`src/sv/bnms_ram.sv`:
```
`timescale 1ns / 1ps
// ----------------------------------------------------------------------------
// bnms_ram
// Generic simple dual-port RAM, one write and one registered read port.
// ----------------------------------------------------------------------------
module bnms_ram #(
    parameter int WIDTH = 8,
    parameter int DEPTH = 64
) (
    input  logic                     i_clk,
    input  logic                     i_we,
    input  logic [$clog2(DEPTH)-1:0] i_waddr,
    input  logic [WIDTH-1:0]         i_wdata,
    input  logic [$clog2(DEPTH)-1:0] i_raddr,
    output logic [WIDTH-1:0]         o_rdata
);
    logic [WIDTH-1:0] r_mem [DEPTH];
    logic [WIDTH-1:0] r_rdata;

    always_ff @(posedge i_clk) begin
        if (i_we) begin
            r_mem[i_waddr] <= i_wdata;
        end
        r_rdata <= r_mem[i_raddr];
    end

    assign o_rdata = r_rdata;
endmodule

```
`config.mk`:
```
export PLATFORM = sky130hd
export DESIGN_NAME = bnms_ram
export DESIGN_NICKNAME = d
export VERILOG_FILES = /design/src/sv/bnms_ram.sv
export SDC_FILE = /design/constraint.sdc
export NUM_CORES = 1
export LEC_CHECK = 0
export BUFFER_PORTS_ARGS = -buffer_cell sky130_fd_sc_hd__clkbuf_2
export CAP_MARGIN = 30
export CORE_MARGIN = 3
export CORE_UTILIZATION = 32
export DETAILED_ROUTE_END_ITERATION = 8
export PLACE_DENSITY = 0.55
export SKIP_CTS_REPAIR_TIMING = 1
export SYNTH_ARGS = -nofsm -noshare
export SYNTH_HDL_FRONTEND = slang
export SYNTH_SLANG_ARGS = --single-unit
```
`constraint.sdc`:
```
create_clock -name i_clk -period 2.8 [get_ports i_clk]
set_input_delay 0.14 -clock i_clk [delete_from_list [all_inputs] [get_ports i_clk]]
set_output_delay 0.14 -clock i_clk [all_outputs]
set_load 0.05 [all_outputs]
```
# ---- Word level (Yosys, flattened, before mapping)
# Memory sizes are Yosys's and may differ from the RTL's. A register that Yosys moved wholly into a read port is not among the register bits.
# Index checks and enable logic that the tools add are counted.
dict set report totals {
  memories 1
  register_bits 0
  output_inout_bits 8
  ram_bits 512
  input_bits 22
}
dict set report classes {
  n_mux 2
}
# memory words width read_ports rd_ports_with_merged_regs wr line
set mem_list {}
lappend mem_list {r_mem 64 8 1 1 1 17} ;# logic [WIDTH-1:0] r_mem [DEPTH];
# cell n
set op_table {}
lappend op_table {{2-to-1 mux 1 bit} 2}

# ---- Logic depth before layout (Yosys ltp)
dict set report logic_depth {
  depth_word 2
  depth_mapped 9
  ltp_nobuf 5
}

# ---- Worst setup path before layout
# Ideal clock, no wire load.
dict set report synth_timing {
  path_kind {input -> register}
  startpoint {in i_raddr[1]}
  endpoint {reg r_rdata[3], in the netlist o_rdata[3] (read register of r_mem)}
  setup_time_ns 0.128
  arrival_time_ns 1.680
  stages 7
  required_time_ns 2.672
  n_path_buf 3
  slack_ns 0.992
  cell_sequence {buf_4 > buf_2 > buf_2 > mux4_2 > mux4_2 > o21ai_1 > o41ai_1}
}
# item line
set synth_lines {}
lappend synth_lines {{from (decl)} 14} ;# input logic [$clog2(DEPTH)-1:0] i_raddr,
lappend synth_lines {{to (decl)} 18} ;# logic [WIDTH-1:0] r_rdata;

==> impl_metrics.json <==
{
  "ys_types": 40,
  "required_ns": 3.27,
  "aggregate_negative_setup_slack_ns": 0,
  "netlist_area_um2": 20200,
  "detailroute.via_count": 9952,
  "timing.slew.headroom_pct": 33.2,
  "max_slew.worst_pin.slew_ns": 1.00,
  "drt_iter0_markers": 1037,
  "ys_seq_elements": 520,
  "ys_warns": 0,
  "post_detailed_placement_half_perimeter_wirelength_mm": 30.8,
  "number_of_h_tree_branching_levels": 2,
  "route.layer.met1.wl_mm": 21.7,
  "grt_pass1_vias": 10200,
  "fin_worst_skew_ns": 0.0261,
  "routed_wl_mm": 48.6,
  "synthToLayoutAreaGrowth_pct": 18.3,
  "final-seq-area_um2": 15500,
  "ant_nets": 0,
  "detailroute.wirelength.met2_mm": 22.7,
  "post_layout_net_count": 1117,
  "p_leak_nw": 7.59,
  "cts_buffers": 56,
  "xor_xnor_cell_area_share_of_the_yosys_netlist_pct": 0,
  "final_min_period_over_clock_period_pct": 76.2,
  "biggest_area_contributors_in_the_synthesized_netlist": "edfxtp_1 (76%), mux4_2 (14%), nor2_1 (1.5%)",
  "drtPass1Iterations": 5,
  "hold_viol_final": 0,
  "setup_viol_count_final": 0,
  "worst_skew_pair.late_latency_ns": 0.61,
  "clock_path_buffers": 3,
  "design.die.area_um2": 66100,
  "synth_largest_type_area_fraction_pct": 76.2,
  "grt_setup_unrepaired": "false",
  "timing.final.crit_period_ns": 2.13,
  "maxClockFrequency_mhz": 469,
  "cts_tree": "yes",
  "num_rows": 91,
  "initial_core_util_pct": 32.5,
  "ys_seq_area_share_pct": 77.0,
  "ioPinCount": 30,
  "wire_per_inst_um": 24.6,
  "timing.setup.critical_path_class": "reg -> reg",
  "post_synth_mux_area_share_pct": 15.9,
  "dr.max_layer_used": "met5",
  "gp_congestion": 0.760,
  "floorplan.die.width_um": 257,
  "detail_route.vias_per_cell": 5.03,
  "crit_path_start_kind": "flip-flop",
  "async_reset_ff_share_pct": 0,
  "slew_violations": 0,
  "timing.critical_path.fanout_max": 1,
  "finish.utilization_pct": 38.5,
  "largest_family_of_logic_cells_by_synthesized_area": "multiplexers",
  "wl_met3_mm": 3.34,
  "grt_util_all_layers_pct": 14.8,
  "synthFlopType": "edfxtp_1",
  "endpoint_kind": "flip-flop",
  "drive_above_1_share_pct": 31.6,
  "drc": 0,
  "antenna_found_initial": 2,
  "max-cap-violations": 0,
  "synth_edf_count": 512,
  "grt_overflow_total": 0,
  "grt_max_degree": 65,
  "number_of_nets_produced_by_synthesis": 962,
  "yosys.area.top_type": "edfxtp_1",
  "syn-instance-count": 940,
  "port-buffer-count": 29,
  "cts_num_sinks": 520,
  "synth_compound_gate_area_share_pct": 2.07,
  "grt_first_pass_wirelength_mm": 71.8,
  "ir_drop_uv": 413,
  "synthSimpleGateAreaFrac_pct": 3.39,
  "clockRootBuffer": "clkbuf_16",
  "synth.avg_cell_area_um2": 21.5,
  "outcome": "finished, final reports clean",
  "worstHoldPathType": "in -> reg",
  "synthMostInstantiatedCell": "edfxtp_1",
  "filler_cell_count": 5580,
  "post_synth_most_frequent_cells": "edfxtp_1 (512), mux4_2 (126), nor2_1 (83)",
  "synth-adder-area-share_pct": 0,
  "floorplan.die.height_um": 257,
  "core_area_um2": 62100,
  "clock_slew_at_the_register_clock_pins_of_the_worst_setup_and_hold_paths_ns": 0.06,
  "worst_endpoint_data_arrival_time_ns": 2.61,
  "multi_input_comb_area_um2": 4320,
  "cellPowerDensity_nw_per_um2": 701
}
## registers in the layout, indices dropped and copies added, names as in the netlist
name     flops
r_mem      512
o_rdata      8
## layout by cell type, fill, tap and decap left out, drive strengths merged, types with 13 or more instances in the layout
master,count
nor2b,14
clkbuf,109
clkinv,17
nand3,13
mux2i,23
mux4,126
nor2,83
mux2,13
buf,119
nand2,19
edfxtp,512
## final timing paths
path,start,end,slack [ns],depth (start not counted)
max,r_mem[29][4],o_rdata[4],0.67,5
min,i_raddr[5],o_rdata[1],0.06,3
max reg2reg,r_mem[29][4],o_rdata[4],0.67,5
min reg2reg,r_mem[27][6],o_rdata[6],0.89,3
## final cells by class
cell class	count	share of cell area [%]
Antenna cell	1	0.0105
Clock buffer	82	6.63
Clock inverter	23	0.928
Multi-Input combinational cell	369	18.1
Sequential cell	520	65.1
Tap cell	837	4.39
Timing Repair Buffer	148	4.85
## logic make-up after synthesis
| kind of cell | Yosys count |
|---|---|
| flip-flops | 520 |
| multiplexers | 162 |
| AND/OR/NAND/NOR | 153 |
| AO/OA/AOI/OAI | 54 |
| buffers and inverters | 51 |
## routing by layer
layer / global-route usage (%) / vias up
met3: 3.52 / 66
met2: 22.9 / 343
li1: - / 4242
met5: 0 / -
met4: 3.56 / 2
met1: 21.2 / 5299
## power by group
part | leakage [nW] | switching [mW] | internal, mW
sequential | 4.67 | 0.0203 | 8.62
clock | 0.868 | 2.92 | 4.27
combinational | 2.05 | 0.574 | 0.340
total | 7.59 | 3.51 | 13.2
## per-stage QoR
step	setup slack (ns)	area [um2]	hold WS, ns	cells	total power [mW]
finish	0.666	23900	0.0628	1980	16.7
global route	0.634	23900	0.0372	1979	17.3
global placement	0.172	22000	0.637	1869	9.70
floorplan	0.992	20200	0.239	940	9.31
detailed placement	0.153	22000	0.644	1870	9.72
CTS	0.673	23800	-0.00475	1975	16.9
## critical path, cell delays in order, from the launching register on
cell and delay [ns]:
edfxtp_1 0.36, mux4_2 0.48, mux2_2 0.27, o221a_2 0.27, nor3_1 0.45, o32ai_1 0.16
Note: power is estimated with default switching activity, not from simulation.
