`src/sv/bnms_pkg.sv`:
```
`timescale 1ns / 1ps
// ----------------------------------------------------------------------------
// bnms_pkg
// Shared types and constants of the box non-maximum suppression block.
// ----------------------------------------------------------------------------
package bnms_pkg;

    localparam int MAX_BOXES_DEF = 64;
    localparam int MAX_BOXES_TOP = 64;
    localparam int CNT_W         = $clog2(MAX_BOXES_TOP + 1);
    localparam int THR_W         = 17;
    localparam logic [THR_W-1:0] THR_RESET = 17'd32768;
    localparam int COORD_W       = 16;
    localparam int SIZE_W        = 15;
    localparam int AREA_W        = 2 * SIZE_W;

    // one stored rectangle, area worked out on load
    typedef struct packed {
        logic signed [COORD_W-1:0] x;
        logic signed [COORD_W-1:0] y;
        logic [SIZE_W-1:0]         w;
        logic [SIZE_W-1:0]         h;
        logic [AREA_W-1:0]         area;
    } t_box;

    // one closed set waiting for the back end
    typedef struct packed {
        logic             valid;
        logic             bank;
        logic [CNT_W-1:0] count;
        logic             ovf;
    } t_set;

endpackage

```
`src/sv/bnms_if.sv`:
```
`timescale 1ns / 1ps
// ----------------------------------------------------------------------------
// bnms_if
// Request channels of the block: incoming rectangles and surviving ones.
// ----------------------------------------------------------------------------
interface bnms_box_if;
    logic               valid;
    logic               ready;
    logic signed [15:0] box_x;
    logic signed [15:0] box_y;
    logic [14:0]        box_width;
    logic [14:0]        box_height;
    logic               last_box;

    modport source (output valid, box_x, box_y, box_width, box_height, last_box,
                    input ready);
    modport sink   (input valid, box_x, box_y, box_width, box_height, last_box,
                    output ready);
endinterface


```
`src/sv/bnms_front.sv`:
```
`timescale 1ns / 1ps
// ----------------------------------------------------------------------------
// bnms_front
// Loads rectangles into the current bank and queues closed sets.
// ----------------------------------------------------------------------------
module bnms_front #(
    parameter int MAX_BOXES = bnms_pkg::MAX_BOXES_DEF
) (
    input  logic                           i_clk,
    input  logic                           i_rst_n,
    bnms_box_if.sink                       i_box,
    output logic                           o_wr_en,
    output logic [$clog2(MAX_BOXES):0]     o_wr_addr,
    output bnms_pkg::t_box                 o_wr_data,
    output bnms_pkg::t_set                 o_set,
    input  logic                           i_pop
);
    import bnms_pkg::*;

    localparam int IW = $clog2(MAX_BOXES);
    localparam int CW = $clog2(MAX_BOXES + 1);

    typedef struct packed {
        logic             bank;
        logic [CNT_W-1:0] count;
        logic             ovf;
    } t_qent;

    logic          r_bank;
    logic [CW-1:0] r_count;
    logic          r_ovf;
    t_qent         r_q [2];
    logic          r_wp;
    logic          r_rp;
    logic [1:0]    r_qcnt;

    logic          accept;
    logic          room;
    logic          push;
    logic [CW-1:0] n_count;
    logic          n_ovf;

    assign i_box.ready = (r_qcnt != 2'd2);
    assign accept      = i_box.valid && i_box.ready;
    assign room        = (r_count < CW'(MAX_BOXES));
    assign push        = accept && i_box.last_box;
    assign n_count     = room ? r_count + CW'(1) : r_count;
    assign n_ovf       = r_ovf | ~room;

    assign o_wr_en          = accept && room;
    assign o_wr_addr        = {r_bank, r_count[IW-1:0]};
    assign o_wr_data.x      = i_box.box_x;
    assign o_wr_data.y      = i_box.box_y;
    assign o_wr_data.w      = i_box.box_width;
    assign o_wr_data.h      = i_box.box_height;
    assign o_wr_data.area   = AREA_W'(i_box.box_width) * AREA_W'(i_box.box_height);

    assign o_set.valid = (r_qcnt != 2'd0);
    assign o_set.bank  = r_q[r_rp].bank;
    assign o_set.count = r_q[r_rp].count;
    assign o_set.ovf   = r_q[r_rp].ovf;

    always_ff @(posedge i_clk) begin
        if (push) begin
            r_q[r_wp] <= '{bank: r_bank, count: CNT_W'(n_count), ovf: n_ovf};
        end
    end

    always_ff @(posedge i_clk) begin
        if (!i_rst_n) begin
            r_bank  <= 1'b0;
            r_count <= '0;
            r_ovf   <= 1'b0;
            r_wp    <= 1'b0;
            r_rp    <= 1'b0;
            r_qcnt  <= 2'd0;
        end else begin
            if (accept) begin
                r_count <= push ? '0 : n_count;
                r_ovf   <= push ? 1'b0 : n_ovf;
            end
            if (push) begin
                r_bank <= ~r_bank;
                r_wp   <= ~r_wp;
            end
            if (i_pop) begin
                r_rp <= ~r_rp;
            end
            r_qcnt <= r_qcnt + 2'(push) - 2'(i_pop);
        end
    end

`ifndef NO_ASSERTIONS
    // the set being filled never shares a bank with the one still queued
    a_bank_alt: assert property (@(posedge i_clk) disable iff (!i_rst_n)
        (r_qcnt == 2'd1 && push) |-> (r_q[r_rp].bank != r_bank))
        else $error("front: bank collision");
    a_count: assert property (@(posedge i_clk) disable iff (!i_rst_n)
        accept && !room |-> r_count == CW'(MAX_BOXES))
        else $error("front: store count out of range");
    a_qcnt: assert property (@(posedge i_clk) disable iff (!i_rst_n)
        r_qcnt != 2'd3)
        else $error("front: set queue overrun");
`endif
endmodule

```
`src/flat_wrapper.sv`:
```
// flat-port wrapper written by rule: the top's interface ports become plain ports
module bnms_front_flat import bnms_pkg::*;
#(
    parameter int MAX_BOXES = bnms_pkg::MAX_BOXES_DEF
)
  (i_clk, i_rst_n, o_wr_en, o_wr_addr, o_wr_data, o_set, i_pop, i_box_valid, i_box_box_x, i_box_box_y, i_box_box_width, i_box_box_height, i_box_last_box, i_box_ready);
  bnms_box_if i_box_i ();
  input  logic i_clk;
  input  logic i_rst_n;
  output logic o_wr_en;
  output logic [$clog2(MAX_BOXES):0] o_wr_addr;
  output bnms_pkg::t_box o_wr_data;
  output bnms_pkg::t_set o_set;
  input  logic i_pop;
  input wire logic [$bits(i_box_i.valid)-1:0] i_box_valid;
  input wire logic [$bits(i_box_i.box_x)-1:0] i_box_box_x;
  input wire logic [$bits(i_box_i.box_y)-1:0] i_box_box_y;
  input wire logic [$bits(i_box_i.box_width)-1:0] i_box_box_width;
  input wire logic [$bits(i_box_i.box_height)-1:0] i_box_box_height;
  input wire logic [$bits(i_box_i.last_box)-1:0] i_box_last_box;
  output wire logic [$bits(i_box_i.ready)-1:0] i_box_ready;
  assign i_box_i.valid = i_box_valid;
  assign i_box_i.box_x = i_box_box_x;
  assign i_box_i.box_y = i_box_box_y;
  assign i_box_i.box_width = i_box_box_width;
  assign i_box_i.box_height = i_box_box_height;
  assign i_box_i.last_box = i_box_last_box;
  assign i_box_ready = i_box_i.ready;
  bnms_front #(.MAX_BOXES(MAX_BOXES)) u_core (.i_clk(i_clk), .i_rst_n(i_rst_n), .i_box(i_box_i), .o_wr_en(o_wr_en), .o_wr_addr(o_wr_addr), .o_wr_data(o_wr_data), .o_set(o_set), .i_pop(i_pop));
endmodule
```
`config.mk`:
```
export PLATFORM = sky130hd
export DESIGN_NAME = bnms_front_flat
export DESIGN_NICKNAME = d
export VERILOG_FILES = /design/src/sv/bnms_pkg.sv /design/src/sv/bnms_if.sv /design/src/sv/bnms_front.sv /design/src/flat_wrapper.sv
export SDC_FILE = /design/constraint.sdc
export NUM_CORES = 1
export LEC_CHECK = 0
export ABC_AREA = 1
export BUFFER_PORTS_ARGS = -buffer_cell sky130_fd_sc_hd__buf_2
export CORE_MARGIN = 1
export CORE_UTILIZATION = 45
export CTS_CLUSTER_SIZE = 14
export DETAILED_ROUTE_END_ITERATION = 8
export GPL_ROUTABILITY_DRIVEN = 0
export PLACE_DENSITY = 0.74
export REMOVE_ABC_BUFFERS = 1
export SLEW_MARGIN = 20
export SYNTH_ARGS = -nofsm -noshare
export SYNTH_HDL_FRONTEND = slang
export SYNTH_SLANG_ARGS = --single-unit
```
`constraint.sdc`:
```
create_clock -name i_clk -period 8.5 [get_ports i_clk]
set_input_delay 1.7 -clock i_clk [delete_from_list [all_inputs] [get_ports i_clk]]
set_output_delay 1.7 -clock i_clk [all_outputs]
set_load 0.02 [all_outputs]
```
; After elaboration in Yosys (flattened, before gate mapping)
; Memories as Yosys holds them, arrays and structs flattened. A register that Yosys moved wholly into a read port is not among the register bits.
; Index checks and enable logic that the tools add are counted.
; W data, S select, Z words.
[word_totals]
reg_bits = 13
latchBits = 0
ramBits = 18
romBits = 0
input_bits = 67
out_inout_bits = 111
elab_cells = 29
mem_count = 1
[op_classes]
add_sub_neg = 3
mul = 1
div = 0
order_cmp = 1
n_eq_ne = 1
n_shift = 0
muxes = 7
bitwise_logic = 5
n_reduce_logical = 4
[mem_list]
columns = name, words, width, read_ports, rd_ports_with_merged_regs, wr, line
row1 = u_core.r_q, 2, 9, 1, 1, 1, bnms_front.sv:32  ; t_qent r_q [2];
[ops]
columns = operator, n
row1 = $mul A15 B15 Y30, 1
row2 = $mux W7, 2
row3 = $add A7 B1 Y7 const B, 1
row4 = $lt A7 B7 Y1 const B, 1
row5 = $mux W1, 5
row6 = $not A1 Y1, 4
row7 = $logic_and A1 B1 Y1, 3
row8 = $add A2 B1 Y2, 1
row9 = $ne A2 B2 Y1 const B, 1
row10 = $reduce_bool A2 Y1, 1
row11 = $sub A2 B1 Y2, 1
row12 = $or A1 B1 Y1, 1

; Longest topological paths before layout
; Gate-level depths: netlist of run 1.
[depth]
depth_word = 5
ltp_mapped = 24
depth_no_buf = 23

; Least setup slack after synthesis of run 1
; Ideal clock, no wire load.
[synth_path]
path_type = input to output
startpoint = input port i_box_box_height[0]
endpoint = output port o_wr_data[18] in the netlist's numbering
arrival_time_ns = 6.355
t_required_ns = 6.800
path_slack_ns = 0.445
path_stages = 23
path_buffers = 1
cell_sequence = clkbuf_1 > nand2_1 > inv_1 > fa_1 > inv_1 > fa_1 > inv_1 > fa_1 > fa_1 > fa_1 > inv_1 > fa_1 > inv_1 > ha_1 > nand2_2 > inv_1 > nand2_1 > nand2_1 > nand2_1 > nand2_1 > inv_1 > nand2_1 > xor2_1
[synth_lines]
columns = element, line
row1 = "start, declared", flat_wrapper.sv:19  ; input wire logic [$bits(i_box_i.box_height)-1:0] i_box_box_height;
row2 = "end, declared", flat_wrapper.sv:12  ; output bnms_pkg::t_box o_wr_data;

==> reports/results.ini, run 1 <==
[status]
run_status = complete, but fails checks
failing_checks = DRC

[finish]
final_core_occ_pct = 49.8
layout-drive-gt1-share_pct = 14.6
design.final.nets = 1772
area_growth_pct = 7.88
filler_cells = 2111
antenna_cells = 0

[floorplan]
die-width_um = 152
start_util_pct = 46.2
die_h_um = 152
rows = 54
dieArea_um2 = 23200
floorplan.io_pins = 178
fp.coreArea_um2 = 22000

[logic_synthesis]
ys_ff_latch = 32
yosys.cell_types.count = 31
yosys.area.top_type_share_pct = 32.9
synthTopCellsByArea = sky130_fd_sc_hd__fa_1 33%, sky130_fd_sc_hd__inv_1 15%, sky130_fd_sc_hd__nand2_1 15%
synthDominantAreaCellType = sky130_fd_sc_hd__fa_1
yosysWarnings = 0
synthesis.area_um2 = 10200
synthesized_netlist_cell_count = 1390
avgSynthCellArea_um2 = 7.32
synth-seq-area-share_pct = 8.07

[sta]
period_minus_slack_ns = 8.31
setup-violations-final = 0
transition_time_of_the_tightest_slew_check_pin_ns = 0.774
finalClockSkew_ns = 0.00421
maximum_frequency_from_static_timing_analysis_ghz = 0.120
fin_worst_hold_slack_ns = 0.458
final_min_period_over_clock_period_pct = 97.8
drv_slew = 0
timing.max_slew.rel_slack_pct = 48.2
finalSetupTns_ns = 0
hold_viol = 0

[global_routing]
first_global_vias = 8389
first_pass_grt_wire_length_um = 40600
gr_usage_total_pct = 21.6
antenna_found_initial = 0
grt_overflow = 0
grt_max_degree = 17

[route]
first_drt_iteration_drcs = 462
drc_errors = 2
detail_route.wl_per_cell_um = 14.2
detailedRoute.firstPassIterationCount = 7
vias_per_cell = 4.82
via_count = 8298
drt_wl_total_um = 24400
final_antenna_net_count = 0

[job]
maximum_capacitance_violations = 0

[setup_path]
crit_arrival_ns = 6.61
startpoint_class_of_the_critical_path = primary input
worst_path_required_ns = 6.80
cp_max_fo = 7
worstSetupEndpointType = output port
critPathKind = primary input to output port

[min_path]
hp-class = flip-flop to flip-flop

[cts]
ctsLongestPathBuffers = 2
clkSlewWorstSetupHoldPaths_ns = 0.05
clk-insertion-delay-late_ns = 0.27
clock_tree.htree_level_count = 2
cts_num_sinks = 32
clock_tree_from_tritoncts = done
clk_root_buffer_cell = sky130_fd_sc_hd__clkbuf_16
numCtsBuffers = 5

[placed_design]
portBuffers = 113
hpwl_um = 21700

[critical path, stage by stage]
cell and delay, ns:
sky130_fd_sc_hd__buf_2 0.17, sky130_fd_sc_hd__nand2_1 0.07, sky130_fd_sc_hd__inv_1 0.05, sky130_fd_sc_hd__fa_1 0.54, sky130_fd_sc_hd__inv_1 0.06, sky130_fd_sc_hd__fa_1 0.52
sky130_fd_sc_hd__inv_1 0.05, sky130_fd_sc_hd__fa_1 0.48, sky130_fd_sc_hd__fa_1 0.50, sky130_fd_sc_hd__fa_1 0.54, sky130_fd_sc_hd__inv_1 0.07, sky130_fd_sc_hd__fa_1 0.48
sky130_fd_sc_hd__inv_1 0.07, sky130_fd_sc_hd__ha_4 0.29, sky130_fd_sc_hd__nand2_1 0.12, sky130_fd_sc_hd__nor2_2 0.18, sky130_fd_sc_hd__nand3_1 0.11, sky130_fd_sc_hd__nand3_2 0.14
sky130_fd_sc_hd__nand3_1 0.12, sky130_fd_sc_hd__nand2_1 0.08, sky130_fd_sc_hd__nand2_1 0.04, sky130_fd_sc_hd__nand2_1 0.04, sky130_fd_sc_hd__buf_2 0.16
[synthesized netlist by cell type]
library cell	instances
sky130_fd_sc_hd__xor2_1	14
sky130_fd_sc_hd__inv_2	2
sky130_fd_sc_hd__nor3_2	2
sky130_fd_sc_hd__a22oi_1	2
sky130_fd_sc_hd__nand3_2	3
sky130_fd_sc_hd__nand3_1	27
sky130_fd_sc_hd__edfxtp_1	18
sky130_fd_sc_hd__nand2_2	13
sky130_fd_sc_hd__clkinv_1	1
sky130_fd_sc_hd__o21ai_0	6
sky130_fd_sc_hd__nand4_2	1
sky130_fd_sc_hd__nor2_1	34
sky130_fd_sc_hd__clkbuf_1	31
sky130_fd_sc_hd__and2_2	1
sky130_fd_sc_hd__nor2_4	2
sky130_fd_sc_hd__mux2_2	9
sky130_fd_sc_hd__o21bai_1	3
sky130_fd_sc_hd__nor2_2	10
sky130_fd_sc_hd__ha_1	97
sky130_fd_sc_hd__dfxtp_1	14
sky130_fd_sc_hd__nand4_1	11
sky130_fd_sc_hd__fa_1	167
sky130_fd_sc_hd__o22ai_1	1
sky130_fd_sc_hd__or2_2	1
sky130_fd_sc_hd__a21oi_1	22
sky130_fd_sc_hd__buf_4	69
sky130_fd_sc_hd__and2_1	2
sky130_fd_sc_hd__inv_1	413
sky130_fd_sc_hd__or2_0	1
sky130_fd_sc_hd__xnor2_1	10
sky130_fd_sc_hd__nand2_1	403
[placed cells by master (no fill, tap or decap), types with 3 or more instances in the layout]
cell type,count
sky130_fd_sc_hd__nor2_4,6
sky130_fd_sc_hd__nor2_1,33
sky130_fd_sc_hd__ha_1,90
sky130_fd_sc_hd__mux2_2,9
sky130_fd_sc_hd__buf_4,36
sky130_fd_sc_hd__clkbuf_16,5
sky130_fd_sc_hd__xnor2_1,10
sky130_fd_sc_hd__clkbuf_4,8
sky130_fd_sc_hd__fa_1,166
sky130_fd_sc_hd__nand2_1,400
sky130_fd_sc_hd__nand3_2,3
sky130_fd_sc_hd__inv_1,413
sky130_fd_sc_hd__nor2_2,7
sky130_fd_sc_hd__nand3_1,27
sky130_fd_sc_hd__a21oi_1,21
sky130_fd_sc_hd__edfxtp_1,18
sky130_fd_sc_hd__xor2_1,13
sky130_fd_sc_hd__o21bai_1,3
sky130_fd_sc_hd__nand4_1,11
sky130_fd_sc_hd__ha_4,5
sky130_fd_sc_hd__dfxtp_1,14
sky130_fd_sc_hd__buf_2,100
sky130_fd_sc_hd__o21ai_0,6
sky130_fd_sc_hd__nand2_2,16
[what timing repair did]
item	4_1_cts	5_1_grt
hold endpoints to repair	0	0
resized for setup	0	37
hold buffers	0	0
endpoints found under the setup margin	0	17
setup buffers	0	2
[per-layer routing]
metal | vias up | part of all wire (%) | global-route usage [%]
li1 | 3990 | - | -
met1 | 3960 | 43 | 28.7
met2 | 311 | 48 | 36.3
met3 | 37 | 7.2 | 4.61
met4 | 0 | 1.5 | 4.47
met5 | - | 0 | 0.207
[sequential cells by signal, summed over array words and instances, names as in the netlist, named ones only]
signal / flops
u_core.r_rp: 1
u_core.r_bank: 1
u_core.r_count: 7
u_core.r_qcnt: 2
u_core.r_q: 18
u_core.r_ovf: 1
u_core.r_wp: 1
[final cells by class]
type / instances / area (µm²) / area share, %
timing repair buffer: 144 / 831 / 7.57
sequential: 32 / 821 / 7.48
clock buffer: 5 / 125 / 1.14
clock inverter: 3 / 18.8 / 0.171
multi-input combinational: 842 / 7270 / 66.2
tap: 280 / 350 / 3.19
inverter: 416 / 1560 / 14.2
[worst paths after layout]
path | cells past startpoint | end | startpoint | slack, ns
max | 23 | o_wr_data[20] | i_box_box_width[11] | 0.19
min | 1 | u_core.r_qcnt[1]$_SDFF_PN0_ | u_core.r_qcnt[1]$_SDFF_PN0_ | 0.46
max reg2reg | 6 | u_core.r_q[0][4]$_DFFE_PP_ | u_core.r_qcnt[0]$_SDFF_PN0_ | 6.63
min reg2reg | 1 | u_core.r_qcnt[1]$_SDFF_PN0_ | u_core.r_qcnt[1]$_SDFF_PN0_ | 0.46
[cell families (layout without fill, tap and decap cells)]
group	after synthesis	after routing	share of synthesized area, %
compound gates	34	34	1.81
buf+inv	516	568	21.6
xor+xnor	24	24	2.07
fa+ha+maj	264	264	44.8
mux	9	9	0.996
flops	32	32	8.07
simple gates	511	511	20.7
[metrics by stage]
step / cells / worst slack [ns] / cell area, µm²
3_5_place_dp: 1712 / 0.0252 / 10700
2_1_floorplan: 1290 / 0.659 / 9540
3_3_place_gp: 1712 / 0.0548 / 10700
5_1_grt: 1722 / -0.0363 / 11000
6_report: 1722 / 0.187 / 11000
4_1_cts: 1720 / 0.00367 / 10800
Power of run 1 is not shown: default switching activity piles up to over one toggle a cycle in this logic, so the estimate is an artifact.
==> run 2: changes to the inputs <==
==> constraint.sdc (replaced) <==
create_clock -name i_clk -period 9.2 [get_ports i_clk]
set_input_delay 1.84 -clock i_clk [delete_from_list [all_inputs] [get_ports i_clk]]
set_output_delay 1.84 -clock i_clk [all_outputs]
set_load 0.02 [all_outputs]
==> reports/results.ini, run 2 (same netlist as run 1, synthesis figures left out) <==
[setup_path]
worstSetupEndpointType = output port
cp_max_fo = 16  ; +9
crit_arrival_ns = 6.93  ; +0.32 ns
startpoint_class_of_the_critical_path = primary input
reg2reg_setup_slack_ns = 7.31  ; +0.68 ns
worst_path_required_ns = 7.36  ; +0.56 ns
critPathKind = primary input to output port

[sta]
drv_slew = 0  ; unchanged
period_minus_slack_ns = 8.77
transition_time_of_the_tightest_slew_check_pin_ns = 0.771  ; -0.00287 ns
finalClockSkew_ns = 0.00429  ; +0.0000802 ns
final_min_period_over_clock_period_pct = 95.3
finalSetupTns_ns = 0  ; unchanged
timing.max_slew.rel_slack_pct = 48.4  ; +0.19 points
grt_setup_unrepaired = no
hold_viol = 0  ; unchanged
setup-violations-final = 0  ; unchanged
maximum_frequency_from_static_timing_analysis_ghz = 0.114

[finish]
largest_register_ffs = 18  ; unchanged
filler_cells = 2151  ; +1.9%
largest-register = u_core.r_q
ff_latch_area_um2 = 821  ; unchanged
layout-drive-gt1-share_pct = 12.1  ; -2.5 points
layout_commonest_cell = sky130_fd_sc_hd__inv_1
reg_top3 = u_core.r_q: 18 flops, u_core.r_count: 7 flops, u_core.r_qcnt: 2 flops
area_growth_pct = 4.86
design.final.nets = 1747  ; -1.4%
multiInputGateArea_um2 = 7160  ; -1.5%
antenna_cells = 0  ; unchanged
mostFrequentLayoutCells = 413 x sky130_fd_sc_hd__inv_1, 403 x sky130_fd_sc_hd__nand2_1, 167 x sky130_fd_sc_hd__fa_1, 113 x sky130_fd_sc_hd__buf_2, 97 x sky130_fd_sc_hd__ha_1

[cts]
clk_root_buffer_cell = sky130_fd_sc_hd__clkbuf_16
cts_num_sinks = 32  ; unchanged
clock_tree_from_tritoncts = done
ctsLongestPathBuffers = 2  ; unchanged
clk-insertion-delay-late_ns = 0.27  ; about the same
cts_hold_buf = 0  ; unchanged
clkSlewWorstSetupHoldPaths_ns = 0.05  ; about the same
cts.repair_timing.setup_buffer_count = 0  ; unchanged
clock_tree.htree_level_count = 2  ; unchanged
post_cts_resized = 0  ; unchanged
numCtsBuffers = 5  ; unchanged

[route]
drt_wl_total_um = 24200  ; -1.1%
drc_errors = 2  ; unchanged
final_antenna_net_count = 0  ; unchanged
first_drt_iteration_drcs = 432  ; -6.5%
detail_route.wl_per_cell_um = 14.2  ; +0.36%
detailedRoute.firstPassIterationCount = 7  ; unchanged
via_count = 8180  ; -1.4%
vias_per_cell = 4.82  ; about the same

[global_routing]
gr_usage_total_pct = 21.8  ; +0.18 points
grt_max_degree = 17  ; unchanged
first_global_vias = 8575  ; +2.2%
first_pass_grt_wire_length_um = 41300  ; +1.8%
antenna_found_initial = 0  ; unchanged
grt_overflow = 0  ; unchanged

[min_path]
hp-class = flip-flop to flip-flop

[floorplan]
rows = 54  ; unchanged
floorplan.io_pins = 178  ; unchanged
die-width_um = 152  ; unchanged
dieArea_um2 = 23200  ; unchanged
die_h_um = 152  ; unchanged
start_util_pct = 46.2  ; unchanged
fp.coreArea_um2 = 22000  ; unchanged

[status]
failing_checks = DRC
run_status = complete, but fails checks

[placed_design]
portBuffers = 113  ; unchanged
hpwl_um = 20700  ; -4.4%

[job]
maximum_capacitance_violations = 0  ; unchanged

[run 2: cell types whose count changed in the layout (fill, tap and decap cells not counted), moves of 4 or more]
cell,previous run,this run
sky130_fd_sc_hd__buf_4,36,6
sky130_fd_sc_hd__ha_1,90,97
sky130_fd_sc_hd__buf_2,100,113
sky130_fd_sc_hd__nor2_4,6,2
sky130_fd_sc_hd__ha_4,5,0
sky130_fd_sc_hd__clkbuf_4,8,0
[run 2: cell type report]
class                           count  share of cell area (%)
Clock buffer                        5                    1.17
Sequential cell                    32                    7.69
Inverter                          416                    14.6
Clock inverter                      3                   0.399
Timing Repair Buffer              119                    5.72
Tap cell                          280                    3.28
Multi-Input combinational cell    842                    67.1
[run 2: worst paths after layout]
kind                                                  start                    endpoint  depth (start not counted)
worst max-delay path                    i_box_box_width[11]               o_wr_data[22]                         23
worst min-delay path              u_core.r_ovf$_SDFFE_PN0P_   u_core.r_ovf$_SDFFE_PN0P_                          2
worst max register to register  u_core.r_qcnt[0]$_SDFF_PN0_  u_core.r_q[0][4]$_DFFE_PP_                          6
worst min register to register    u_core.r_ovf$_SDFFE_PN0P_   u_core.r_ovf$_SDFFE_PN0P_                          2
[run 2: stage by stage]
stage          instance area [µm²]  util [%]  hold WS, ns  setup WS (ns)  std cells
5_1_grt                      10700      48.4        0.498          0.127       1697
6_report                     10700      48.4        0.465          0.428       1697
4_1_cts                      10700      48.4        0.470          0.455       1697
3_3_place_gp                 10500      47.7        0.445          0.474       1689
3_5_place_dp                 10500      47.7        0.463          0.469       1689
2_1_floorplan                 9540         -        0.429           1.08       1290
[run 2: critical path: stages]
cell and delay (ns):
sky130_fd_sc_hd__buf_2 0.22, sky130_fd_sc_hd__nand2_1 0.10, sky130_fd_sc_hd__inv_1 0.06, sky130_fd_sc_hd__fa_1 0.53
sky130_fd_sc_hd__inv_1 0.05, sky130_fd_sc_hd__fa_1 0.56, sky130_fd_sc_hd__inv_1 0.06, sky130_fd_sc_hd__fa_1 0.49
sky130_fd_sc_hd__fa_1 0.55, sky130_fd_sc_hd__fa_1 0.50, sky130_fd_sc_hd__inv_1 0.05, sky130_fd_sc_hd__fa_1 0.48
sky130_fd_sc_hd__inv_1 0.04, sky130_fd_sc_hd__ha_1 0.35, sky130_fd_sc_hd__nand2_1 0.14, sky130_fd_sc_hd__nor2_1 0.23
sky130_fd_sc_hd__inv_1 0.09, sky130_fd_sc_hd__nor2_1 0.10, sky130_fd_sc_hd__nand3_1 0.11, sky130_fd_sc_hd__nand3_1 0.12
sky130_fd_sc_hd__nand2_1 0.05, sky130_fd_sc_hd__nand2_1 0.06, sky130_fd_sc_hd__buf_2 0.15
[run 2: layer usage]
layer / wire length (µm) / up-vias / GRT usage (%)
met5: 0 / - / 0.207
met4: 310 / 0 / 3.94
met3: 1610 / 25 / 4.21
met2: 11900 / 274 / 39.0
met1: 10300 / 3937 / 27.5
li1: - / 3944 / -
Power of run 2 is left out for the same reason.
