[src/sv/bnms_pkg.sv]
`timescale 1ns / 1ps
// ----------------------------------------------------------------------------
// bnms_pkg
// Shared types and constants of the box non-maximum suppression block.
// ----------------------------------------------------------------------------
package bnms_pkg;

    localparam int MAX_BOXES_DEF = 64;
    localparam int MAX_BOXES_TOP = 64;
    localparam int CNT_W         = $clog2(MAX_BOXES_TOP + 1);
    localparam int THR_W         = 17;
    localparam logic [THR_W-1:0] THR_RESET = 17'd32768;
    localparam int COORD_W       = 16;
    localparam int SIZE_W        = 15;
    localparam int AREA_W        = 2 * SIZE_W;

    // one stored rectangle, area worked out on load
    typedef struct packed {
        logic signed [COORD_W-1:0] x;
        logic signed [COORD_W-1:0] y;
        logic [SIZE_W-1:0]         w;
        logic [SIZE_W-1:0]         h;
        logic [AREA_W-1:0]         area;
    } t_box;

    // one closed set waiting for the back end
    typedef struct packed {
        logic             valid;
        logic             bank;
        logic [CNT_W-1:0] count;
        logic             ovf;
    } t_set;

endpackage

[src/sv/bnms_if.sv]


interface bnms_keep_if;
    logic               valid;
    logic               ready;
    logic signed [15:0] keep_x;
    logic signed [15:0] keep_y;
    logic [14:0]        keep_width;
    logic [14:0]        keep_height;
    logic               keep_last;
    logic               set_overflow;

    modport source (output valid, keep_x, keep_y, keep_width, keep_height, keep_last,
                    set_overflow, input ready);
    modport sink   (input valid, keep_x, keep_y, keep_width, keep_height, keep_last,
                    set_overflow, output ready);
endinterface

[src/sv/bnms_ram.sv]
`timescale 1ns / 1ps
// ----------------------------------------------------------------------------
// bnms_ram
// Generic simple dual-port RAM, one write and one registered read port.
// ----------------------------------------------------------------------------
module bnms_ram #(
    parameter int WIDTH = 8,
    parameter int DEPTH = 64
) (
    input  logic                     i_clk,
    input  logic                     i_we,
    input  logic [$clog2(DEPTH)-1:0] i_waddr,
    input  logic [WIDTH-1:0]         i_wdata,
    input  logic [$clog2(DEPTH)-1:0] i_raddr,
    output logic [WIDTH-1:0]         o_rdata
);
    logic [WIDTH-1:0] r_mem [DEPTH];
    logic [WIDTH-1:0] r_rdata;

    always_ff @(posedge i_clk) begin
        if (i_we) begin
            r_mem[i_waddr] <= i_wdata;
        end
        r_rdata <= r_mem[i_raddr];
    end

    assign o_rdata = r_rdata;
endmodule

[src/sv/bnms_back.sv]
`timescale 1ns / 1ps
// ----------------------------------------------------------------------------
// bnms_back
// Ranks a set by area, runs greedy overlap suppression and sends survivors.
// ----------------------------------------------------------------------------
module bnms_back #(
    parameter int MAX_BOXES = bnms_pkg::MAX_BOXES_DEF
) (
    input  logic                          i_clk,
    input  logic                          i_rst_n,
    input  logic [bnms_pkg::THR_W-1:0]    i_thr,
    input  bnms_pkg::t_set                i_set,
    output logic                          o_pop,
    output logic [$clog2(MAX_BOXES):0]    o_rd_addr,
    input  bnms_pkg::t_box                i_rd_data,
    bnms_keep_if.source                   o_keep
);
    import bnms_pkg::*;

    localparam int IW    = $clog2(MAX_BOXES);
    localparam int CW    = $clog2(MAX_BOXES + 1);
    localparam int ODEPTH = 2 ** IW;

    typedef enum logic [10:0] {
        S_IDLE    = 11'b00000000001,
        S_RK_LD   = 11'b00000000010,
        S_RK_WAIT = 11'b00000000100,
        S_RK_SCAN = 11'b00000001000,
        S_RK_WR   = 11'b00000010000,
        S_SP_ORD  = 11'b00000100000,
        S_SP_OW   = 11'b00001000000,
        S_SP_BW   = 11'b00010000000,
        S_SP_EMIT = 11'b00100000000,
        S_SP_SCAN = 11'b01000000000,
        S_FLUSH   = 11'b10000000000
    } t_state;

    t_state          r_state;
    logic            r_bank;
    logic [CW-1:0]   r_n;
    logic            r_ovf;
    logic [CW-1:0]   r_i;
    logic [CW-1:0]   r_j;
    logic [CW-1:0]   r_rank;
    logic [AREA_W-1:0] r_ai;
    logic            r_pv;
    logic [CW-1:0]   r_pj;
    t_box            r_cur;
    t_box            r_pend;
    logic            r_pvld;
    logic [ODEPTH-1:0] r_del;

    // output register
    logic            r_ov;
    t_box            r_obox;
    logic            r_olast;
    logic            r_oovf;

    // overlap pipeline
    logic            r_v1, r_v2, r_v3, r_v4, r_v5, r_v6;
    logic [IW-1:0]   r_b2, r_b3, r_b4, r_b5, r_b6;
    logic [16:0]     r_iw3, r_ih3;
    logic [AREA_W:0] r_as3, r_as4;
    logic [33:0]     r_inter4, r_inter5, r_inter6;
    logic signed [34:0] r_un5;
    logic [47:0]     r_prod6;
    logic            r_upos6, r_uzero6;

    logic [IW-1:0]   ord_raddr;
    logic [IW-1:0]   ord_rdata;
    logic            ord_we;
    logic            out_free;
    logic            ov_load;
    logic            pipe_busy;
    logic            last_i;
    logic            hit;

    logic signed [17:0] ax2, bx2, ay2, by2, x2, y2;
    logic signed [15:0] x1, y1;
    logic signed [18:0] dx, dy;

    assign out_free  = !r_ov || o_keep.ready;
    assign ov_load   = ((r_state == S_SP_EMIT) && r_pvld && out_free)
                       || ((r_state == S_FLUSH) && out_free);
    assign pipe_busy = r_v1 | r_v2 | r_v3 | r_v4 | r_v5 | r_v6;
    assign last_i    = (r_i + CW'(1) == r_n);
    assign ord_we    = (r_state == S_RK_WR);
    assign ord_raddr = (r_state == S_SP_ORD) ? r_i[IW-1:0] : r_j[IW-1:0];
    assign o_pop     = (r_state == S_FLUSH) && out_free;

    always_comb begin
        if (r_state == S_RK_LD) begin
            o_rd_addr = {r_bank, r_i[IW-1:0]};
        end else if (r_state == S_RK_SCAN) begin
            o_rd_addr = {r_bank, r_j[IW-1:0]};
        end else begin
            o_rd_addr = {r_bank, ord_rdata};
        end
    end

    bnms_ram #(.WIDTH(IW), .DEPTH(ODEPTH)) u_order (
        .i_clk   (i_clk),
        .i_we    (ord_we),
        .i_waddr (r_rank[IW-1:0]),
        .i_wdata (r_i[IW-1:0]),
        .i_raddr (ord_raddr),
        .o_rdata (ord_rdata)
    );

    // intersection extents against the box under test
    always_comb begin
        ax2 = 18'(r_cur.x) + $signed({3'b000, r_cur.w});
        bx2 = 18'(i_rd_data.x) + $signed({3'b000, i_rd_data.w});
        ay2 = 18'(r_cur.y) + $signed({3'b000, r_cur.h});
        by2 = 18'(i_rd_data.y) + $signed({3'b000, i_rd_data.h});
        x1  = (r_cur.x > i_rd_data.x) ? r_cur.x : i_rd_data.x;
        y1  = (r_cur.y > i_rd_data.y) ? r_cur.y : i_rd_data.y;
        x2  = (ax2 < bx2) ? ax2 : bx2;
        y2  = (ay2 < by2) ? ay2 : by2;
        dx  = 19'(x2) - 19'(x1) + 19'sd1;
        dy  = 19'(y2) - 19'(y1) + 19'sd1;
    end

    assign hit = r_v6 && (r_upos6 ? ({r_inter6, 16'b0} > 50'(r_prod6))
                                  : (r_uzero6 && (r_inter6 != '0)));

    // overlap datapath, one pair a cycle
    always_ff @(posedge i_clk) begin
        r_b2     <= ord_rdata;
        r_b3     <= r_b2;
        r_iw3    <= (dx > 19'sd0) ? dx[16:0] : '0;
        r_ih3    <= (dy > 19'sd0) ? dy[16:0] : '0;
        r_as3    <= (AREA_W + 1)'(r_cur.area) + (AREA_W + 1)'(i_rd_data.area);
        r_b4     <= r_b3;
        r_inter4 <= 34'(r_iw3) * 34'(r_ih3);
        r_as4    <= r_as3;
        r_b5     <= r_b4;
        r_inter5 <= r_inter4;
        r_un5    <= $signed({4'b0000, r_as4}) - $signed({1'b0, r_inter4});
        r_b6     <= r_b5;
        r_inter6 <= r_inter5;
        r_prod6  <= 48'(i_thr) * 48'(r_un5[30:0]);
        r_upos6  <= !r_un5[34] && (r_un5 != '0);
        r_uzero6 <= (r_un5 == '0);
    end

    always_ff @(posedge i_clk) begin
        if (r_state == S_RK_WAIT) begin
            r_ai <= i_rd_data.area;
        end
        if (r_state == S_RK_SCAN) begin
            r_pj <= r_j;
        end
        if (r_state == S_SP_BW) begin
            r_cur <= i_rd_data;
        end
        if (r_state == S_IDLE) begin
            r_bank <= i_set.bank;
            r_n    <= i_set.count[CW-1:0];
            r_ovf  <= i_set.ovf;
        end
        if (r_state == S_SP_EMIT && (!r_pvld || out_free)) begin
            r_pend <= r_cur;
        end
        if (r_state == S_SP_EMIT && r_pvld && out_free) begin
            r_obox  <= r_pend;
            r_olast <= 1'b0;
            r_oovf  <= r_ovf;
        end
        if (r_state == S_FLUSH && out_free) begin
            r_obox  <= r_pend;
            r_olast <= 1'b1;
            r_oovf  <= r_ovf;
        end
    end

    always_ff @(posedge i_clk) begin
        if (!i_rst_n) begin
            r_state <= S_IDLE;
            r_i     <= '0;
            r_j     <= '0;
            r_rank  <= '0;
            r_pv    <= 1'b0;
            r_pvld  <= 1'b0;
            r_del   <= '0;
            r_ov    <= 1'b0;
            r_v1    <= 1'b0;
            r_v2    <= 1'b0;
            r_v3    <= 1'b0;
            r_v4    <= 1'b0;
            r_v5    <= 1'b0;
            r_v6    <= 1'b0;
        end else begin
            r_v1 <= (r_state == S_SP_SCAN) && (r_j < r_n);
            r_v2 <= r_v1;
            r_v3 <= r_v2;
            r_v4 <= r_v3;
            r_v5 <= r_v4;
            r_v6 <= r_v5;
            if (hit) begin
                r_del[r_b6] <= 1'b1;
            end
            if (ov_load) begin
                r_ov <= 1'b1;
            end else if (o_keep.ready) begin
                r_ov <= 1'b0;
            end
            unique case (r_state)
                S_IDLE: begin
                    if (i_set.valid) begin
                        r_i     <= '0;
                        r_del   <= '0;
                        r_state <= S_RK_LD;
                    end
                end
                S_RK_LD: begin
                    r_state <= S_RK_WAIT;
                end
                S_RK_WAIT: begin
                    r_rank  <= '0;
                    r_j     <= '0;
                    r_pv    <= 1'b0;
                    r_state <= S_RK_SCAN;
                end
                S_RK_SCAN: begin
                    r_pv <= (r_j < r_n);
                    if (r_j < r_n) begin
                        r_j <= r_j + CW'(1);
                    end
                    // earlier box wins a tie
                    if (r_pv && ((i_rd_data.area > r_ai)
                                 || (i_rd_data.area == r_ai && r_pj < r_i))) begin
                        r_rank <= r_rank + CW'(1);
                    end
                    if (r_j == r_n && !r_pv) begin
                        r_state <= S_RK_WR;
                    end
                end
                S_RK_WR: begin
                    r_i     <= last_i ? '0 : r_i + CW'(1);
                    r_state <= last_i ? S_SP_ORD : S_RK_LD;
                end
                S_SP_ORD: begin
                    r_state <= S_SP_OW;
                end
                S_SP_OW: begin
                    if (r_del[ord_rdata]) begin
                        r_i     <= r_i + CW'(1);
                        r_state <= last_i ? S_FLUSH : S_SP_ORD;
                    end else begin
                        r_state <= S_SP_BW;
                    end
                end
                S_SP_BW: begin
                    r_state <= S_SP_EMIT;
                end
                S_SP_EMIT: begin
                    // the previous survivor goes out once the next one is known
                    if (!r_pvld || out_free) begin
                        r_pvld  <= 1'b1;
                        r_j     <= r_i + CW'(1);
                        r_state <= S_SP_SCAN;
                    end
                end
                S_SP_SCAN: begin
                    if (r_j < r_n) begin
                        r_j  <= r_j + CW'(1);
                    end else if (!pipe_busy) begin
                        r_i     <= r_i + CW'(1);
                        r_state <= last_i ? S_FLUSH : S_SP_ORD;
                    end
                end
                S_FLUSH: begin
                    if (out_free) begin
                        r_pvld  <= 1'b0;
                        r_state <= S_IDLE;
                    end
                end
                default: begin
                    r_state <= S_IDLE;
                end
            endcase
        end
    end

    assign o_keep.valid        = r_ov;
    assign o_keep.keep_x       = r_obox.x;
    assign o_keep.keep_y       = r_obox.y;
    assign o_keep.keep_width   = r_obox.w;
    assign o_keep.keep_height  = r_obox.h;
    assign o_keep.keep_last    = r_olast;
    assign o_keep.set_overflow = r_oovf;

`ifndef NO_ASSERTIONS
    // the first sorted box always survives, so a set never ends empty
    a_flush_pend: assert property (@(posedge i_clk) disable iff (!i_rst_n)
        r_state == S_FLUSH |-> r_pvld)
        else $error("back: no survivor at end of set");
    a_rank_range: assert property (@(posedge i_clk) disable iff (!i_rst_n)
        r_state == S_RK_WR |-> r_rank < r_n)
        else $error("back: rank beyond set size");
    a_pipe_idle: assert property (@(posedge i_clk) disable iff (!i_rst_n)
        r_state != S_SP_SCAN |-> !r_v1 && !r_v2)
        else $error("back: overlap pipeline active outside scan");
    a_flush_last: assert property (@(posedge i_clk) disable iff (!i_rst_n)
        (r_state == S_FLUSH && out_free) |=> r_ov && r_olast)
        else $error("back: final survivor not flagged");
`endif
endmodule

[src/flat_wrapper.sv]
// flat-port wrapper written by rule: the top's interface ports become plain ports
module bnms_back_flat import bnms_pkg::*;
#(
    parameter int MAX_BOXES = bnms_pkg::MAX_BOXES_DEF
)
  (i_clk, i_rst_n, i_thr, i_set, o_pop, o_rd_addr, i_rd_data, o_keep_valid, o_keep_keep_x, o_keep_keep_y, o_keep_keep_width, o_keep_keep_height, o_keep_keep_last, o_keep_set_overflow, o_keep_ready);
  bnms_keep_if o_keep_i ();
  input  logic i_clk;
  input  logic i_rst_n;
  input  logic [bnms_pkg::THR_W-1:0] i_thr;
  input  bnms_pkg::t_set i_set;
  output logic o_pop;
  output logic [$clog2(MAX_BOXES):0] o_rd_addr;
  input  bnms_pkg::t_box i_rd_data;
  output wire logic [$bits(o_keep_i.valid)-1:0] o_keep_valid;
  output wire logic [$bits(o_keep_i.keep_x)-1:0] o_keep_keep_x;
  output wire logic [$bits(o_keep_i.keep_y)-1:0] o_keep_keep_y;
  output wire logic [$bits(o_keep_i.keep_width)-1:0] o_keep_keep_width;
  output wire logic [$bits(o_keep_i.keep_height)-1:0] o_keep_keep_height;
  output wire logic [$bits(o_keep_i.keep_last)-1:0] o_keep_keep_last;
  output wire logic [$bits(o_keep_i.set_overflow)-1:0] o_keep_set_overflow;
  input wire logic [$bits(o_keep_i.ready)-1:0] o_keep_ready;
  assign o_keep_valid = o_keep_i.valid;
  assign o_keep_keep_x = o_keep_i.keep_x;
  assign o_keep_keep_y = o_keep_i.keep_y;
  assign o_keep_keep_width = o_keep_i.keep_width;
  assign o_keep_keep_height = o_keep_i.keep_height;
  assign o_keep_keep_last = o_keep_i.keep_last;
  assign o_keep_set_overflow = o_keep_i.set_overflow;
  assign o_keep_i.ready = o_keep_ready;
  bnms_back #(.MAX_BOXES(MAX_BOXES)) u_core (.i_clk(i_clk), .i_rst_n(i_rst_n), .i_thr(i_thr), .i_set(i_set), .o_pop(o_pop), .o_rd_addr(o_rd_addr), .i_rd_data(i_rd_data), .o_keep(o_keep_i));
endmodule
[config.mk]
export PLATFORM = sky130hd
export DESIGN_NAME = bnms_back_flat
export DESIGN_NICKNAME = d
export VERILOG_FILES = /design/src/sv/bnms_pkg.sv /design/src/sv/bnms_if.sv /design/src/sv/bnms_ram.sv /design/src/sv/bnms_back.sv /design/src/flat_wrapper.sv
export SDC_FILE = /design/constraint.sdc
export NUM_CORES = 2
export LEC_CHECK = 0
export BUFFER_PORTS_ARGS = -buffer_cell sky130_fd_sc_hd__buf_2
export CORE_ASPECT_RATIO = 1.2
export CORE_MARGIN = 2
export CORE_UTILIZATION = 51
export DETAILED_ROUTE_END_ITERATION = 6
export PLACE_DENSITY = 0.67
export SLEW_MARGIN = 20
export SYNTH_ARGS = -nofsm -noshare
export SYNTH_HDL_FRONTEND = slang
export SYNTH_SLANG_ARGS = --single-unit
export TNS_END_PERCENT = 20
[constraint.sdc]
create_clock -name i_clk -period 12.4 [get_ports i_clk]
set_input_delay 2.48 -clock i_clk [delete_from_list [all_inputs] [get_ports i_clk]]
set_output_delay 2.48 -clock i_clk [all_outputs]
set_load 0.02 [all_outputs]
# == Word-level counts from Yosys, hierarchy flattened ==
# Memories as Yosys holds them, arrays and structs flattened. A register that Yosys moved wholly into a read port is not among the register bits.
# Cells that the tools add are included.
# word_totals
ramBits,384
register_bits,712
mem_count,1
output_inout_bits,73
# memory_table
memory,words,width,read_ports,rd_clocked_by_memory_dff,write_ports,line,rtl
u_core.u_order.r_mem,64,6,1,1,1,bnms_ram.sv:17,logic [WIDTH-1:0] r_mem [DEPTH];
# op_classes
n_lt_le_gt_ge,13
eq_ne,23
reduce_logical,35
n_mul,2
n_addsub,13
n_mux,48
bitwise_logic,6
# op_table
cell,n
$mux 64,3
$mux 92,2
$pmux 11 s11,1
$mux 11,8
$add 16x16->17,4
$or 64x64->64,1
$mux 7,8
$gt 50x48->1,1
$mul 17x31->48,1
$add 19x2->19 const B,2
$gt 19x1->1 const B,2
$sub 18x16->19,2
$lt 18x18->1,2
$mux 18,2
$logic_not 35->1,1
$reduce_bool 35->1,1
$sub 31x34->35,1
$mul 17x17->34,1
$reduce_bool 34->1,1
$gt 16x16->1,2
$mux 16,2
$add 30x30->31,1
$eq 30x30->1,1
$gt 30x30->1,1
other kinds (38),89

# == Longest topological paths before layout ==
# logic_depth
word_depth,8
mapped_depth,39
depth_no_buf,38

# == Modules after synthesis ==
# From an unflattened synthesis, not the netlist that was laid out.
# hier_totals
hier_cells,6458
area_unflattened_um2,71552.4
# by_module_without_submodules
module,n_inst,area_each_um2,seq_area_each_um2,cells_each
bnms_back,1,56326.5,16265.6,5738
bnms_ram,1,15225.9,11651.2,720

# == Worst setup path after synthesis ==
# OpenSTA, ideal clock, no wires.
# synth_path
kind,reg2reg
start,register u_core.r_state[0]
end,register u_core.r_state[10]
setup_time_ns,0.087
t_arrival_ns,11.356
synth_period_minus_slack_ns,11.443
n_path_buf,0
path_stages_with_launch,8
path_slack_ns,0.957
cell_sequence,dfxtp_1 nor4_2 nand3_2 nor4b_1 nor2_1 nand4_1 nand3_1 o31ai_1
# synth_via
elab_chain_cells,3
# synth_lines
item,line,rtl
"start, declared",bnms_back.sv:38,t_state r_state;
"start signal, assigned",bnms_back.sv:241,r_state <= last_i ? S_SP_ORD : S_RK_LD;
"start signal, assigned",bnms_back.sv:249,r_state <= last_i ? S_FLUSH : S_SP_ORD;
"start signal, assigned",bnms_back.sv:270,r_state <= last_i ? S_FLUSH : S_SP_ORD;
$eq 11x4->1 (tied with other cells),bnms_back.sv:208,unique case (r_state)
$ne 2x2->1 (no source line) / $ne 2x1->1 (equally long branches),-,
$reduce_and 6->1 (no source line),-,
# Parallel ways exist; a longest one is shown, timed or not.
# A chain may end at the register's enable or synchronous reset.

# == Worst setup path in the final report ==
# layout_path
start,input port i_rd_data[76] (netlist name)
end,register u_core.r_iw3[14]
# layout_via
elab_chain_cells,6
# layout_lines
item,line,rtl
"start, declared",flat_wrapper.sv:14,input bnms_pkg::t_box i_rd_data;
$add 16x16->17,bnms_back.sv:113,"bx2 = 18'(i_rd_data.x) + $signed({3'b000, i_rd_data.w});"
$lt 18x18->1,bnms_back.sv:118,x2 = (ax2 < bx2) ? ax2 : bx2;
$mux 18,bnms_back.sv:118,
$sub 18x16->19 *,bnms_back.sv:120,dx = 19'(x2) - 19'(x1) + 19'sd1;
$add 19x2->19 *,bnms_back.sv:120,
$gt 19x1->1,bnms_back.sv:131,r_iw3 <= (dx > 19'sd0) ? dx[16:0] : '0;
"end signal, assigned",bnms_back.sv:131,
"end, declared",bnms_back.sv:62,"logic [16:0] r_iw3, r_ih3;"
# Every way passes the cells marked *; elsewhere a longest branch is shown, timed or not.

==> results.yml <==
floorplan:
  top_level_ports: 195
  design.die.area_um2: 144000
  die-height_um: 415
  floorplan.rows: 150
  die-width_um: 347
  initial_standard_cell_utilization_of_the_core: 0.515
  core-area_um2: 140000
worst_setup_path:
  crit_path_top_delay_cell: "nor2_2"
  critical_path_arrival_ns: 10.33
  startpoint_type: "primary input"
  setup.worst_path.end_class: "flop"
  critical-path-top-cell-by-count: "a21oi_1"
  worst_path_max_stage_delay_ns: 0.75
  cp_data_required_time_ns: 12.93
  worstSetupPathType: "in2reg"
  path_max_fanout: 17
clock_tree:
  cts-hold-fix-buffers: 0
  clk_root_buffer_cell: "clkbuf_16"
  clkSinkCount: 1071
  cts_repair_resize_count: 0
  cts.reportedPaths.clkPinSlew_ns: 0.06
  htree_num_levels: 3
  cts-root-to-sink-buffers: 3
  cts.repair_timing.setup_buffer_count: 0
  insertion_delay_ns: 0.72
  cts_tree: "done"
  cts_made_buffers: 102
synthesis:
  synth.avg_cell_area_um2: 10.4
  synth_nets: 8255
  yosys.area.top_type_share: 0.270
  synth_edf_count: 647
  netlist-cell-type-count: 86
  synth.yosys.warnings: 0
  synth_area_um2: 71900
  netlist_top_cells_area: "edfxtp_1 27%, fa_1 19%, dfxtp_1 12%, ha_1 9.7%, nand2_1 5.9%"
  synth.ff_latch_count: 1071
  seq_area_frac_synth: 0.388
  yosys.area.top_type: "edfxtp_1"
  asyncSetResetFlopFracSynth: 0
  synthesis.instances: 6909
  synth_flop_cell: "edfxtp_1"
route:
  route.detailed.wl_per_inst_um: 19.2
  drt-initial-drc-count: 2929
  postRouteAntennaNets: 0
  remaining_drc_errors: 0
  via_count: 49400
  vias_per_cell: 5.57
  firstDrtPassIters: 6
  finalWirelength_mm: 170
placed_design:
  dp_hpwl_mm: 123
  dp_worst_setup_slack_ns: 1.97
  gp_routability_congestion: 0.887
  buffer_ports.inserted: 194
grt:
  groute.usage.overall: 0.240
  antenna_found_initial: 23
  globalRouteOverflowTotal: 0
  grt_pass1_wl_mm: 277
  grt_pass1_vias: 51200
  largest_net_degree_at_the_start_of_global_routing: 80
cells_and_area:
  most_common_library_cell_in_the_layout_ignoring_fill_and_taps: "nand2_1"
  design.final.nets: 8299
  flow.area_growth_from_synthesis_pct: 8.36
  most-common-layout-cells: "1138 x nand2_1, 931 x inv_1, 666 x fa_1"
  layout-drive-gt1-share: 0.0679
timing:
  rsz0062_at_grt: "no"
  period_minus_slack_ns: 9.80
  achievable-frequency_ghz: 0.102
  hold_violations: 0
  postLayoutSetupSlackWorst_ns: 2.60
  final_worst_path_period_share: 0.790
  slew-limit-headroom: 0.248
  clock-skew-final_ns: 0.0539
  setup_total_negative_slack_ns: 0
  timing.final.setup_violations: 0
  timing_max_transition_violations_final: 0
  tightestPinTransition_ns: 1.13
min_path:
  min_path_type: "reg2reg"
run:
  max_cap_viol_count: 0
status:
  run_status: "finished, final reports clean"
[cell usage after synthesis, types with 63 or more instances]
cell,count
a21o_1,131
a21oi_1,220
and2_1,247
clkbuf_1,230
dfxtp_1,424
edfxtp_1,647
fa_1,666
ha_1,558
inv_1,931
nand2_1,1138
nand3_1,203
nor2_1,236
o21ai_0,184
xnor2_1,141
xor2_1,63
[flip-flops by register name (all words and copies together) (netlist names), 16 cells and up]
| name | count |
|---|---|
| u_core.r_ih3 | 17 |
| u_core.r_pend | 62 |
| u_core.r_ai | 30 |
| u_core.u_order.r_mem | 384 |
| u_core.r_iw3 | 17 |
| u_core.r_cur | 92 |
| u_core.r_inter5 | 34 |
| u_core.r_del | 64 |
| u_core.r_as3 | 31 |
| u_core.r_inter4 | 34 |
| u_core.r_as4 | 31 |
| u_core.r_inter6 | 34 |
| u_core.o_keep.keep_y | 16 |
| u_core.r_prod6 | 48 |
| u_core.o_keep.keep_x | 16 |
| u_core.r_un5 | 35 |
[cell families after synthesis]
group | count (synthesis) | share of synthesized area
and+or+nand+nor | 2186 | 0.140
adders and majority gates | 1226 | 0.283
AOI/OAI and AO/OA | 908 | 0.0818
DFF | 1071 | 0.388
muxes | 92 | 0.0168
buffers and inverters | 1222 | 0.0655
xor gates and xnor gates | 204 | 0.0248
[final cells by class]
| type | count | area (µm²) |
|---|---|---|
| clock inverter | 59 | 769 |
| sequential | 1071 | 27900 |
| tap | 1824 | 2280 |
| antenna | 6 | 15.0 |
| fill | 12100 | 61700 |
| inverter | 931 | 3490 |
| timing repair buffer | 231 | 1250 |
| multi-input combinational | 4616 | 39400 |
| clock buffer | 128 | 2780 |
[path summary, 6_finish.rpt]
path,end,slack [ns],from,depth (start not counted)
worst min register to register,u_core.r_inter6[7],0.32,u_core.r_inter5[7],0
worst max-delay path,u_core.r_iw3[14],2.60,i_rd_data[76],34
worst min-delay path,u_core.r_inter6[7],0.32,u_core.r_inter5[7],0
worst max register to register,u_core.r_iw3[14],3.96,u_core.r_cur[76],34
[per-stage QoR]
step	hold slack [ns]	utilization	instance area, µm²	cells
floorplan	0.310	-	71900	6909
global placement	0.310	0.532	74300	8673
detailed placement	0.312	0.532	74300	8673
CTS	0.324	0.558	77900	8860
global route	0.328	0.558	77900	8860
finish	0.324	0.558	77900	8866
[critical path: cells and delay by family]
| family | cells | cell delay (ns) |
|---|---|---|
| xor+xnor | 1 | 0.21 |
| buf+inv | 2 | 0.20 |
| simple gates | 6 | 1.43 |
| fa+ha+maj | 6 | 1.73 |
| compound gates | 18 | 3.83 |
| mux | 1 | 0.43 |
[metal layers]
metal | global-route usage | wire [µm]
met1 | 0.309 | 69500
met2 | 0.406 | 82700
met3 | 0.0444 | 12200
met4 | 0.0871 | 5810
met5 | 0 | 179
Power is not shown: default switching activity piles up to over one toggle a cycle in this logic, so the estimate is an artifact.
